### config.mk
export PLATFORM = sky130hd
export DESIGN_NAME = small_set_table_flat
export DESIGN_NICKNAME = d
export VERILOG_FILES = /design/src/sv/sst_pkg.sv /design/src/sv/sst_in_if.sv /design/src/sv/sst_out_if.sv /design/src/sv/sst_ram.sv /design/src/sv/sst_ctrl.sv /design/src/sv/sst_dp.sv /design/src/sv/small_set_table.sv /design/src/flat_wrapper.sv
export SDC_FILE = /design/constraint.sdc
export NUM_CORES = 1
export LEC_CHECK = 0
export ABC_AREA = 1
export BUFFER_PORTS_ARGS = -buffer_cell sky130_fd_sc_hd__buf_2
export CORE_MARGIN = 5
export CORE_UTILIZATION = 63
export CTS_CLUSTER_DIAMETER = 30
export CTS_CLUSTER_SIZE = 30
export DETAILED_ROUTE_END_ITERATION = 8
export PLACE_DENSITY = 0.78
export SLEW_MARGIN = 20
export SYNTH_ARGS = -nofsm -noshare
export SYNTH_HDL_FRONTEND = slang
export SYNTH_HIERARCHICAL = 1
export SYNTH_SLANG_ARGS = --single-unit
### constraint.sdc
create_clock -name clk -period 5.49 [get_ports clk]
set_input_delay 0.549 -clock clk [delete_from_list [all_inputs] [get_ports clk]]
set_output_delay 0.549 -clock clk [all_outputs]
set_load 0.02 [all_outputs]
### src/sv/sst_pkg.sv
package sst_pkg;

  localparam int SST_DEPTH     = 16;
  localparam int SST_KEY_WIDTH = 8;
  localparam int SST_CMD_W     = 2;
  localparam int SST_CNT_W     = 5;

  // Command codes; the unused code behaves as a find.
  typedef enum logic [SST_CMD_W-1:0] {
    CMD_ADD  = 2'd0,
    CMD_DEL  = 2'd1,
    CMD_FIND = 2'd2
  } sst_cmd_t;

  typedef enum logic [2:0] {
    ST_IDLE,
    ST_SCAN,
    ST_APPLY,
    ST_SHIFT,
    ST_RESP
  } sst_state_t;

  // Controller to datapath commands.
  typedef struct packed {
    logic start;
    logic scan_en;
    logic apply;
    logic shift_en;
    logic resp_load;
  } sst_ctl_t;

  // Datapath to controller status.
  typedef struct packed {
    logic scan_done;
    logic del_shift;
    logic shift_done;
    logic out_free;
  } sst_sts_t;

endpackage

### src/sv/sst_in_if.sv
interface sst_in_if
  import sst_pkg::*;
#(
  parameter int KEY_WIDTH = SST_KEY_WIDTH
) ();
  logic                 valid;
  logic                 ready;
  logic [SST_CMD_W-1:0] cmd;
  logic [KEY_WIDTH-1:0] key;

  modport source (output valid, output cmd, output key, input ready);
  modport sink   (input valid, input cmd, input key, output ready);
endinterface

### src/sv/sst_out_if.sv
interface sst_out_if
  import sst_pkg::*;
();
  logic                 valid;
  logic                 ready;
  logic                 hit;
  logic [SST_CNT_W-1:0] count;
  logic                 full_drop;

  modport source (output valid, output hit, output count, output full_drop, input ready);
  modport sink   (input valid, input hit, input count, input full_drop, output ready);
endinterface

### src/sv/sst_ram.sv
module sst_ram #(
  parameter int WIDTH = 8,
  parameter int DEPTH = 16,
  localparam int AW   = $clog2(DEPTH)
) (
  input  logic             clk,
  input  logic             wr_en,
  input  logic [AW-1:0]    wr_addr,
  input  logic [WIDTH-1:0] wr_data,
  input  logic [AW-1:0]    rd_addr,
  output logic [WIDTH-1:0] rd_data
);

  logic [WIDTH-1:0] mem_r [DEPTH];
  logic [WIDTH-1:0] rd_data_r;

  always_ff @(posedge clk) begin
    if (wr_en) begin
      mem_r[wr_addr] <= wr_data;
    end
    rd_data_r <= mem_r[rd_addr];
  end

  assign rd_data = rd_data_r;

endmodule

### src/sv/sst_ctrl.sv
module sst_ctrl
  import sst_pkg::*;
(
  input  logic     clk,
  input  logic     rst_n,
  input  logic     in_valid,
  output logic     in_ready,
  input  sst_sts_t sts,
  output sst_ctl_t ctl
);

  sst_state_t state_r, state_nxt;

  always_ff @(posedge clk) begin
    if (!rst_n) begin
      state_r <= ST_IDLE;
    end else begin
      state_r <= state_nxt;
    end
  end

  always_comb begin
    state_nxt = state_r;
    case (state_r)
      ST_IDLE: begin
        if (in_valid) state_nxt = ST_SCAN;
      end
      ST_SCAN: begin
        if (sts.scan_done) state_nxt = ST_APPLY;
      end
      ST_APPLY: begin
        state_nxt = sts.del_shift ? ST_SHIFT : ST_RESP;
      end
      ST_SHIFT: begin
        if (sts.shift_done) state_nxt = ST_RESP;
      end
      ST_RESP: begin
        if (sts.out_free) state_nxt = ST_IDLE;
      end
      default: state_nxt = ST_IDLE;
    endcase
  end

  always_comb begin
    ctl      = '0;
    in_ready = 1'b0;
    case (state_r)
      ST_IDLE: begin
        in_ready  = 1'b1;
        ctl.start = in_valid;
      end
      ST_SCAN:  ctl.scan_en   = 1'b1;
      ST_APPLY: ctl.apply     = 1'b1;
      ST_SHIFT: ctl.shift_en  = 1'b1;
      ST_RESP:  ctl.resp_load = sts.out_free;
      default: begin
        ctl      = '0;
        in_ready = 1'b0;
      end
    endcase
  end

endmodule

### src/sv/sst_dp.sv
module sst_dp
  import sst_pkg::*;
#(
  parameter int DEPTH     = SST_DEPTH,
  parameter int KEY_WIDTH = SST_KEY_WIDTH
) (
  input  logic                 clk,
  input  logic                 rst_n,
  input  sst_ctl_t             ctl,
  output sst_sts_t             sts,
  input  logic [SST_CMD_W-1:0] in_cmd,
  input  logic [KEY_WIDTH-1:0] in_key,
  input  logic                 out_ready,
  output logic                 out_valid,
  output logic                 out_hit,
  output logic [SST_CNT_W-1:0] out_count,
  output logic                 out_full_drop
);

  localparam int AW = $clog2(DEPTH);
  localparam int CW = $clog2(DEPTH + 1);

  logic [SST_CMD_W-1:0] cmd_r;
  logic [KEY_WIDTH-1:0] key_r;
  logic [CW-1:0]        cnt_r;
  logic [CW-1:0]        idx_r;
  logic                 pvld_r;
  logic [AW-1:0]        pidx_r;
  logic                 hit_r;
  logic [AW-1:0]        pos_r;
  logic                 drop_r;
  logic                 out_vld_r;
  logic                 out_hit_r;
  logic [SST_CNT_W-1:0] out_cnt_r;
  logic                 out_drop_r;

  logic                 wr_en;
  logic [AW-1:0]        wr_addr;
  logic [KEY_WIDTH-1:0] wr_data;
  logic [KEY_WIDTH-1:0] rd_data;

  logic                 match_now;
  logic                 more;
  logic                 issue;
  logic                 add_ok;
  logic                 is_add;
  logic                 shift_done;
  logic [CW+SST_CNT_W-1:0] cnt_ext;

  sst_ram #(
    .WIDTH (KEY_WIDTH),
    .DEPTH (DEPTH)
  ) u_ram (
    .clk     (clk),
    .wr_en   (wr_en),
    .wr_addr (wr_addr),
    .wr_data (wr_data),
    .rd_addr (idx_r[AW-1:0]),
    .rd_data (rd_data)
  );

  assign match_now  = ctl.scan_en && pvld_r && (rd_data == key_r);
  assign more       = idx_r < cnt_r;
  assign issue      = more && !match_now;
  assign is_add     = cmd_r == CMD_ADD;
  assign add_ok     = is_add && !hit_r && (cnt_r < CW'(DEPTH));
  assign shift_done = !pvld_r && !more;

  // Write port: append on add, copy entry down by one during a delete shift.
  assign wr_en   = (ctl.apply && add_ok) || (ctl.shift_en && pvld_r);
  assign wr_addr = ctl.apply ? cnt_r[AW-1:0] : pidx_r;
  assign wr_data = ctl.apply ? key_r : rd_data;

  assign sts.scan_done  = match_now || hit_r || (!pvld_r && !more);
  assign sts.del_shift  = (cmd_r == CMD_DEL) && hit_r;
  assign sts.shift_done = shift_done;
  assign sts.out_free   = !out_vld_r || out_ready;

  assign cnt_ext = (CW+SST_CNT_W)'(cnt_r);

  always_ff @(posedge clk) begin
    if (ctl.start) begin
      cmd_r <= in_cmd;
      key_r <= in_key;
    end
    if (ctl.scan_en && match_now) begin
      pos_r <= pidx_r;
    end
    if (ctl.apply) begin
      drop_r <= is_add && !hit_r && !add_ok;
    end
    if (ctl.scan_en) begin
      pidx_r <= idx_r[AW-1:0];
    end else if (ctl.shift_en) begin
      pidx_r <= AW'(idx_r - CW'(1));
    end
    if (ctl.resp_load) begin
      out_hit_r  <= hit_r;
      out_cnt_r  <= cnt_ext[SST_CNT_W-1:0];
      out_drop_r <= drop_r;
    end
  end

  always_ff @(posedge clk) begin
    if (!rst_n) begin
      cnt_r     <= '0;
      idx_r     <= '0;
      pvld_r    <= 1'b0;
      hit_r     <= 1'b0;
      out_vld_r <= 1'b0;
    end else begin
      if (ctl.start) begin
        idx_r  <= '0;
        pvld_r <= 1'b0;
        hit_r  <= 1'b0;
      end else if (ctl.scan_en) begin
        if (match_now) hit_r <= 1'b1;
        if (issue) idx_r <= idx_r + CW'(1);
        pvld_r <= issue;
      end else if (ctl.apply) begin
        idx_r  <= CW'(pos_r) + CW'(1);
        pvld_r <= 1'b0;
        if (add_ok) cnt_r <= cnt_r + CW'(1);
      end else if (ctl.shift_en) begin
        if (more) idx_r <= idx_r + CW'(1);
        pvld_r <= more;
        if (shift_done) cnt_r <= cnt_r - CW'(1);
      end

      if (ctl.resp_load) begin
        out_vld_r <= 1'b1;
      end else if (out_ready) begin
        out_vld_r <= 1'b0;
      end
    end
  end

  assign out_valid     = out_vld_r;
  assign out_hit       = out_hit_r;
  assign out_count     = out_cnt_r;
  assign out_full_drop = out_drop_r;

`ifndef SYNTHESIS
  a_cnt_bound: assert property (@(posedge clk) disable iff (!rst_n)
    cnt_r <= CW'(DEPTH))
    else $error("stored count above depth");

  a_hit_drop: assert property (@(posedge clk) disable iff (!rst_n)
    out_vld_r |-> !(out_hit_r && out_drop_r))
    else $error("hit and full drop together");

  a_shift_wr: assert property (@(posedge clk) disable iff (!rst_n)
    (ctl.shift_en && wr_en) |-> (CW'(wr_addr) < cnt_r))
    else $error("shift write outside stored entries");

  a_shift_cnt: assert property (@(posedge clk) disable iff (!rst_n)
    (ctl.shift_en && shift_done) |-> (cnt_r != '0))
    else $error("delete with empty store");
`endif

endmodule

### src/sv/small_set_table.sv
// small_set_table: bounded set of distinct keys, packed in insertion order.
// Completion time grows with the stored keys on a miss and with the hit position on
// a hit; a delete that hits also copies later entries down, and an output stall adds.
// A new transaction is taken only once the previous result has been posted.
// Reset (rst_n low, synchronous) clears control state and the key count; no RAM clear.
module small_set_table
  import sst_pkg::*;
#(
  parameter int DEPTH     = SST_DEPTH,
  parameter int KEY_WIDTH = SST_KEY_WIDTH
) (
  input  logic clk,
  input  logic rst_n,
  sst_in_if.sink    in_ch,
  sst_out_if.source out_ch
);

  // Command and status between controller and datapath.
  sst_ctl_t ctl;
  sst_sts_t sts;

  // Controller: idle -> scan -> apply -> (shift) -> response.
  // The input is taken only in idle; the finished result sits in the
  // output register so the next transaction can be taken while it waits.
  sst_ctrl u_ctrl (
    .clk      (clk),
    .rst_n    (rst_n),
    .in_valid (in_ch.valid),
    .in_ready (in_ch.ready),
    .sts      (sts),
    .ctl      (ctl)
  );

  // Datapath: key/command latch, pipelined scan over the entry RAM (address
  // issued each cycle, compare in the cycle after), append on add, and a
  // read-ahead copy loop that closes the gap on delete.
  sst_dp #(
    .DEPTH     (DEPTH),
    .KEY_WIDTH (KEY_WIDTH)
  ) u_dp (
    .clk           (clk),
    .rst_n         (rst_n),
    .ctl           (ctl),
    .sts           (sts),
    .in_cmd        (in_ch.cmd),
    .in_key        (in_ch.key),
    .out_ready     (out_ch.ready),
    .out_valid     (out_ch.valid),
    .out_hit       (out_ch.hit),
    .out_count     (out_ch.count),
    .out_full_drop (out_ch.full_drop)
  );

endmodule

### src/flat_wrapper.sv
// flat-port wrapper written by rule: the top's interface ports become plain ports
module small_set_table_flat import sst_pkg::*;
#(
  parameter int DEPTH     = SST_DEPTH,
  parameter int KEY_WIDTH = SST_KEY_WIDTH
)
  (clk, rst_n, in_ch_valid, in_ch_cmd, in_ch_key, in_ch_ready, out_ch_valid, out_ch_hit, out_ch_count, out_ch_full_drop, out_ch_ready);
  sst_in_if #(.KEY_WIDTH(KEY_WIDTH)) in_ch_i ();
  sst_out_if out_ch_i ();
  input  logic clk;
  input  logic rst_n;
  input wire logic [$bits(in_ch_i.valid)-1:0] in_ch_valid;
  input wire logic [$bits(in_ch_i.cmd)-1:0] in_ch_cmd;
  input wire logic [$bits(in_ch_i.key)-1:0] in_ch_key;
  output wire logic [$bits(in_ch_i.ready)-1:0] in_ch_ready;
  output wire logic [$bits(out_ch_i.valid)-1:0] out_ch_valid;
  output wire logic [$bits(out_ch_i.hit)-1:0] out_ch_hit;
  output wire logic [$bits(out_ch_i.count)-1:0] out_ch_count;
  output wire logic [$bits(out_ch_i.full_drop)-1:0] out_ch_full_drop;
  input wire logic [$bits(out_ch_i.ready)-1:0] out_ch_ready;
  assign in_ch_i.valid = in_ch_valid;
  assign in_ch_i.cmd = in_ch_cmd;
  assign in_ch_i.key = in_ch_key;
  assign in_ch_ready = in_ch_i.ready;
  assign out_ch_valid = out_ch_i.valid;
  assign out_ch_hit = out_ch_i.hit;
  assign out_ch_count = out_ch_i.count;
  assign out_ch_full_drop = out_ch_i.full_drop;
  assign out_ch_i.ready = out_ch_ready;
  small_set_table #(.DEPTH(DEPTH), .KEY_WIDTH(KEY_WIDTH)) u_core (.clk(clk), .rst_n(rst_n), .in_ch(in_ch_i), .out_ch(out_ch_i));
endmodule
==> impl_metrics.yaml <==
clock_tree:
  cts-buffers-inserted: 17
  clkLatencyLatePin_ns: 0.42
  clock_path_buffers: 2
  ctsRootBufferMaster: "clkbuf_16"
  clkSlewWorstSetupHoldPaths_ns: 0.06
  cts_tree: "done"
  post_cts_hold_buffer_count: 0
  clock_tree.htree_level_count: 4
  cts_setup_buffers: 0
  clock_sinks: 178
  cts_resized: 0
route:
  drt-total-wl_mm: 17.9
  post_drt_via_cell_ratio: 5.50
  ant_nets: 0
  routed-via-count: 5816
  first_pass_iters: 6
  drt-initial-drc-count: 616
  route.detailed.wl_per_inst_um: 16.9
  remaining_drc_errors: 0
place:
  dp_worst_setup_slack_ns: 2.38
  gp_routability_congestion: 0.863
  placement.io_buffers: 22
  dpl-instance-area_um2: 8380
  hpwlAfterDp_mm: 11.8
worst_setup_path:
  critical_path_class: "reg2reg"
  setup.worst_path.start_class: "flop"
  critical_path_required_ns: 5.54
  cp-startpoint: "u_core/u_ctrl/state_r[1]"
  setup.worst_path.end_class: "flop"
  path_max_fanout: 19
  rr_startpoint: "u_core/u_ctrl/state_r[1]"
  cp_data_arrival_time_ns: 3.22
timing:
  fin_hold_viols: 0
  max_clock_skew_ns: 0.00788
  fmaxAchievable_mhz: 316
  layout_min_cycle_time_ns: 3.17
  worst-slew-pin-transition_ns: 1.06
  setup-tns-final_ns: 0
  finalWorstSetupSlack_ns: 2.32
  slew_headroom_pct: 29.5
  hold_slack_ns: 0.299
  setup_viol_count_final: 0
  final_min_period_over_clock_period_pct: 57.7
  grt_setup_unrepaired: "false"
  finalMaxSlewViolations: 0
synth:
  ys_warn_count: 6
  synth.largest_area_cell: "edfxtp_1"
  syn_area_per_cell_um2: 9.59
  yosysUniqueCellTypes: 30
  netlist_instances: 853
  yosysSeqAreaShare_pct: 62.4
  synth_area_um2: 8180
  cell_types_with_the_highest_counts_after_synthesis: "nand2_1, edfxtp_1, inv_1"
  synth_top_area_share_pct: 56.5
  synthTopCellsByArea: "edfxtp_1, nand2_1, nand3_1"
  post-synth-top-count-cell: "nand2_1"
  asyncSetResetFlopFracSynth_pct: 0
  ys_seq_elements: 178
  net_count_of_the_mapped_netlist: 878
  prevailing_post_synth_register_cell: "edfxtp_1"
  synth_enable_flop_cells: 154
hold_path:
  hold_class: "in2reg"
  hold_start: "in_ch_key[7]"
run_status:
  outcome: "finished clean"
die:
  ioPinCount: 23
  initial_utilization_pct: 64.5
  floorplan_die_height_um: 124
  die_width_um: 124
  dieArea_um2: 15400
  floorplan.rows: 41
  fp.coreArea_um2: 12700
layout:
  num_antenna_cells: 0
  finalInstanceArea_um2: 8970
  synthToLayoutAreaGrowth_pct: 9.75
  nets: 900
  post_route_cells_drive_above_1_share_pct: 9.37
power:
  leakage_nw: 3.89
  powerDensity_nw_per_um2: 523
  ir_drop_mv: 0.374
  power_mw: 4.69
grt:
  grt_first_pass_wirelength_mm: 27.9
  grt_usage_pct: 24.7
  congestion_overflow_gr: 0
  via_count_of_the_first_global_routing_pass: 5561
  largest_net_degree_at_the_start_of_global_routing: 65
  antenna_violations_before_repair: 0
run:
  maxCapViolations: 0
-- path summary, 6_finish.rpt --
path | slack (ns) | end | cells after the start
setup / recovery | 2.32 | u_core/u_dp/u_ram/mem_r[14][1] | 8
hold / removal | 0.30 | u_core/u_dp/key_r[7] | 1
setup reg to reg | 2.32 | u_core/u_dp/u_ram/mem_r[14][1] | 8
hold reg to reg | 0.44 | u_core/u_dp/out_full_drop | 0
-- state kept, by name, summed over array words and instances (netlist names) --
name                       cells
u_core/u_ctrl/state_r          3
u_core/u_dp/cmd_r              2
u_core/u_dp/cnt_r              5
u_core/u_dp/drop_r             1
u_core/u_dp/hit_r              1
u_core/u_dp/idx_r              5
u_core/u_dp/key_r              8
u_core/u_dp/out_count          5
u_core/u_dp/out_full_drop      1
u_core/u_dp/out_hit            1
u_core/u_dp/out_valid          1
u_core/u_dp/pidx_r             4
u_core/u_dp/pos_r              4
u_core/u_dp/pvld_r             1
u_core/u_dp/u_ram/mem_r      128
u_core/u_dp/u_ram/rd_data      8
-- worst max-delay path: stages (launching register included) --
cell	delay (ns)
dfxtp_1	0.42
inv_1	0.09
nor2_2	0.10
nand2_1	0.09
inv_1	0.48
inv_2	0.28
o21ai_0	0.44
nand3_1	0.24
nor2_1	0.65
-- cell usage in the layout, fill, tap and decap left out, types with 6 or more instances in the layout --
master and instances:
xor2_1 9, a21oi_1 13, ha_1 10, edfxtp_1 154, inv_1 141, nor2_2 6
buf_2 22, dfxtp_1 23, inv_2 6, clkbuf_16 17, nor2_1 52, buf_4 10
nand2_1 250, nand3_1 115, o21ai_0 13
-- stage by stage --
| stage | utilization [%] | cells |
|---|---|---|
| floorplan | - | 853 |
| global placement | 66.1 | 1028 |
| detailed placement | 66.1 | 1028 |
| CTS | 70.8 | 1058 |
| global route | 70.8 | 1058 |
| finish | 70.8 | 1058 |
-- logic make-up (layout without fill, tap and decap cells) --
group | count (synthesis) | in the layout | share of synthesized area (%)
compound gates | 34 | 34 | 2.19
xor+xnor | 11 | 11 | 1.18
fa+ha+maj | 11 | 11 | 1.77
flops | 178 | 178 | 62.4
simple gates | 443 | 443 | 23.2
buf+inv | 176 | 209 | 9.27
-- layer usage --
layer	vias to the layer above	share of wire, %	GRT usage, %
met3	45	7.8	5.09
met4	0	3.4	10.5
met2	265	48	40.9
li1	2783	-	-
met5	-	0	0
met1	2723	41	31.9
-- where the power goes --
group	leakage (nW)	internal, mW	total [mW]	switching, mW
clock	0.285	0.748	1.22	0.476
sequential	1.59	1.81	1.94	0.127
combinational	2.01	0.424	1.53	1.11
-- layout make-up --
| class | instances | area [um^2] |
|---|---|---|
| fill | 945 | 3700 |
| clock buffer | 17 | 425 |
| inverter | 147 | 552 |
| clock inverter | 13 | 169 |
| multi-input combinational | 499 | 2320 |
| timing repair buffer | 32 | 185 |
| sequential | 178 | 5110 |
| tap | 172 | 215 |
No activity file was read; power rests on OpenSTA's default activity.
